--- src/rtl/assert_macros.svh ---
// Assertion macros used by the sorter RTL.
`ifndef ASSERT_MACROS_SVH
`define ASSERT_MACROS_SVH

// Checked on every rising edge outside reset.
`define DFS_ASSERT(lbl, prop, msg) \
  lbl: assert property (@(posedge clk) disable iff (!rst_n) prop) else $error(msg);

// Checked on every rising edge, reset included.
`define DFS_ASSERT_ALWAYS(lbl, prop, msg) \
  lbl: assert property (@(posedge clk) prop) else $error(msg);

`endif

--- src/rtl/dfs_ram.sv ---
// Simple dual-port RAM: one write port, one read port with registered data.
module dfs_ram #(
  parameter int W = 8,
  parameter int D = 16
) (
  input  logic                 clk,
  input  logic                 we,
  input  logic [$clog2(D)-1:0] waddr,
  input  logic [W-1:0]         wdata,
  input  logic [$clog2(D)-1:0] raddr,
  output logic [W-1:0]         rdata
);

  logic [W-1:0] mem [D];

  // Write port.
  always_ff @(posedge clk) begin
    if (we) begin
      mem[waddr] <= wdata;
    end
  end

  // Registered read port.
  always_ff @(posedge clk) begin
    rdata <= mem[raddr];
  end

endmodule

--- config.mk ---
export PLATFORM = sky130hd
export DESIGN_NAME = dfs_ram
export DESIGN_NICKNAME = d
export VERILOG_FILES = /design/src/rtl/assert_macros.svh /design/src/rtl/dfs_ram.sv
export SDC_FILE = /design/constraint.sdc
export NUM_CORES = 1
export LEC_CHECK = 0
export ABC_AREA = 1
export ABC_CLOCK_PERIOD_IN_PS = 1300
export BUFFER_PORTS_ARGS = -buffer_cell sky130_fd_sc_hd__buf_2
export CAP_MARGIN = 30
export CORE_MARGIN = 5
export CORE_UTILIZATION = 55
export CTS_CLUSTER_SIZE = 30
export DETAILED_ROUTE_END_ITERATION = 10
export PLACE_DENSITY = 0.75
export SLEW_MARGIN = 5
export SYNTH_ARGS = -nofsm -noshare
export SYNTH_HDL_FRONTEND = slang
export SYNTH_SLANG_ARGS = --single-unit
--- constraint.sdc ---
create_clock -name clk -period 1.3 [get_ports clk]
set_clock_uncertainty 0.2 [all_clocks]
set_input_delay 0.26 -clock clk [delete_from_list [all_inputs] [get_ports clk]]
set_output_delay 0.26 -clock clk [all_outputs]
set_load 0.1 [all_outputs]
**After elaboration in Yosys (flattened, before gate mapping)**

Memories as Yosys holds them, arrays and structs flattened. A register that Yosys moved wholly into a read port is not among the register bits.
Cells that the tools add are included.

- Output and inout port bits: 8
- Input port bits: 18
- Word-level logic and storage cells: 3
- Bits in writable memories: 128
- Flip-flop bits (word level): 0
- Memories kept: 1

Memories:

| memory | words | width | read ports | clocked after Yosys merged registers in | wr ports | RTL line | source |
|---|---|---|---|---|---|---|---|
| mem | 16 | 8 | 1 | 1 | 1 | dfs_ram.sv:14 | `logic [W-1:0] mem [D];` |

- Mux-type cells: 2

Operators with widths:

| cell | number |
|---|---|
| $mux 1 | 2 |

**Longest topological paths before layout**

- Depth in word-level cells: 2
- Mapped depth: 8

**Least setup slack after synthesis**

Ideal clock, no wire load.

- Kind: input to register
- Start: in waddr[3]
- End: mem mem[4][0] (enable)
- Slack: -0.111 ns
- Arrival: 0.841 ns
- Required time: 0.730 ns
- Cell stages on the path: 2
- Setup time: 0.370 ns
- Cell sequence: nand3b_1 -> nor2_1

RTL lines:

| what | RTL line | source |
|---|---|---|
| start, declared | dfs_ram.sv:8 | `input logic [$clog2(D)-1:0] waddr,` |
| end, declared | dfs_ram.sv:14 |  |

No word-level cell before the write port.

**Worst setup path after layout**

- Start: reg rdata[2] (read register of mem)
- End: out rdata[2]

RTL lines:

| what | RTL line | source |
|---|---|---|
| start, declared | dfs_ram.sv:11 | `output logic [W-1:0] rdata` |

No word-level cell between the ends.

==> results.cfg <==
[outcome]
status = complete, but fails checks
violations = setup timing

[placement]
dp_hpwl_um = 8100
portBuffers = 25
place.gp.congestion = 0.831
dpl_cell_area_um2 = 6400
place_ws_ns = -0.252

[global_routing]
grt_max_degree = 32
grt_overflow = 0
grt_usage_pct = 21.6
antenna_found_initial = 0
grt_pass1_vias = 3871
grt_first_pass_wirelength_um = 20500

[power]
max-vdd-ir-drop_mv = 1.21
p_per_area_nw_per_um2 = 1480
p_leak_nw = 3.07

[routing]
wl_per_cell_um = 16.8
ant_nets = 0
drc = 0
drt_wl_total_um = 12800
num_vias = 3982
avgViaCountPerCell = 5.21
drt_iter0_markers = 293
drt_first_pass_iters = 5

[timing]
relSlewSlack_pct = 74.1
layout_setup_ws_ns = -0.215
finalCriticalPeriod_ns = 1.51
slew_viol_final = 0
worst_slew_pin_slew_ns = 0.389
tns_ns = -1.58
finalSetupViolCount = 8
hold_violations = 0
fin_crit_sh_pct = 117
rsz0062_at_grt = yes
fmax_mhz = 660

[setup_path]
slowest_delay_ns = 0.36
critPathTopFamily = flip-flops
r2r-end = rdata[4]
ff2ff_path_depth = 6
rr_startpoint = mem[10][4]
cp_num_buf_inv = 1
crit_type = reg2out
start_kind = flop
cp_max_fo = 1
rrSetupSlack_ns = 0.07
crit_arrival_ns = 1.05
crit_cells = 1
crit_start = rdata[2]
crit_path_end = rdata[2]
worst_setup_path_end_kind = output port
cp_slowest_cell = dfxtp_2
path_cells = buf_12
cp.required_ns = 0.84

[worst_hold_path]
min_path_type = in2reg
hold_depth = 4

[synth]
synth_edf_count = 128
synth.top_cells.by_area = edfxtp_1 (67%), nand2_1 (11%), nand3_1 (8.4%), inv_1 (6.5%), dfxtp_1 (2.8%)
synthDistinctLibCells = 12
avgSynthCellArea_um2 = 10.5
yosys.area.top_type = edfxtp_1
synth_most_common_cell = nand2_1
synth_fp_nets = 569
synthTopCellsByCount = nand2_1 (173), edfxtp_1 (128), inv_1 (100), nand3_1 (97), nor2_1 (17)
yosysWarnings = 0
yosysTopAreaCellShare_pct = 66.7
netlist_area_um2 = 5770
ys_ff_latch = 136
synthFlopType = edfxtp_1
async_flop_share_pct = 0
netlist_instances = 551
yosysSeqAreaShare_pct = 69.4

[clock_network]
cts_tree = yes
h-tree-depth = 4
path_clk_slew_ns = 0.06
cts.sink_count = 136
clockBufferDepth = 2
root_buffer = clkbuf_8
cts_buffers = 17
worstSkewPairLatency_ns = 0.52
post_cts_buffers = 0

[cells_and_area]
diodes = 0
nNetsFinal = 633
final_cell_area_um2 = 7070
area_growth_pct = 22.6
drive_above_1_share_pct = 16.7

[floorplanning]
die_y_um = 112
core_um2 = 10300
pin_count = 26
die_w_um = 112
start_util_pct = 56.1
row_count = 37
die_area_um2 = 12600

[run]
cap_violations = 0
cell type report:
| cell class | instances | area, um^2 |
|---|---|---|
| Timing Repair Buffer | 69 | 701 |
| Fill cell | 712 | 3210 |
| Multi-Input combinational cell | 289 | 1230 |
| Clock buffer | 20 | 425 |
| Sequential cell | 136 | 4010 |
| Tap cell | 136 | 170 |
| Clock inverter | 12 | 144 |
| Inverter | 102 | 383 |
state kept, by name (all words and copies together), names as in the netlist:
signal and flops:
mem 128, rdata 8
report_power, final:
part	switching, mW	internal (mW)
clock	1.79	2.75
combinational	0.641	0.333
sequential	0.0464	4.91
total	2.48	8.00
logic make-up (layout without fill, tap and decap cells):
kind of cell / count (synthesis) / after routing / share of synthesized area [%]
simple gates: 289 / 289 / 21.0
buf+inv: 126 / 203 / 9.52
flops: 136 / 136 / 69.4
cell usage in the layout, fill, tap and decap left out:
master | synthesis | layout
nand2_1 | 173 | 173
edfxtp_1 | 128 | 128
inv_1 | 100 | 100
nand3_1 | 97 | 96
buf_4 | 4 | 26
buf_2 | 13 | 17
clkbuf_16 | 0 | 16
buf_12 | 0 | 16
nor2_1 | 17 | 11
dlygate4sd3_1 | 0 | 10
dfxtp_2 | 0 | 8
nor2_2 | 0 | 6
clkinv_4 | 0 | 4
clkbuf_1 | 0 | 3
clkinvlp_4 | 0 | 3
inv_6 | 0 | 3
inv_2 | 2 | 2
nand3b_1 | 2 | 2
bufinv_16 | 0 | 2
nand3_2 | 0 | 1
clkbuf_8 | 0 | 1
per-stage QoR:
| stage | instances | power, mW | hold slack, ns | util (%) |
|---|---|---|---|---|
| 5_1_grt | 764 | 10.8 | 0.0315 | 68.8 |
| 6_report | 764 | 10.5 | 0.0318 | 68.8 |
| 4_1_cts | 764 | 10.5 | 0.00191 | 68.7 |
| 3_5_place_dp | 722 | 5.99 | 0.456 | 62.2 |
| 3_3_place_gp | 722 | 5.96 | 0.450 | 62.2 |
| 2_1_floorplan | 551 | 5.58 | 0.159 | - |
metal layers:
layer	vias to the layer above	track usage [%]	wire, um
met2	197	34.4	6190
met4	0	7.53	250
li1	1900	-	-
met5	-	0	0
met3	18	4.31	1160
met1	1867	29.8	5210
worst min-delay path by stage:
stage	from	endpoint	slack, ns
after floorplan	wdata[0]	mem[0][0]	0.16
after global placement	mem[13][2]	rdata[2]	0.45
after detailed placement	mem[13][2]	rdata[2]	0.46
after CTS	raddr[2]	rdata[1]	0.002
after global routing	raddr[2]	rdata[1]	0.03
final	raddr[2]	rdata[1]	0.03
worst reg2reg max path: cells and delay by family (launching register included):
family	cells	cell delay, ns
buffers and inverters	1	0.07
and+or+nand+nor	5	0.47
DFF	1	0.37
timing repair:
action,4_1_cts,5_1_grt
gates resized for setup,0,1
endpoints found under the hold margin,133,0
endpoints found under the setup margin,8,9
hold buffers,10,0
Power figures use the tool's default switching activity.
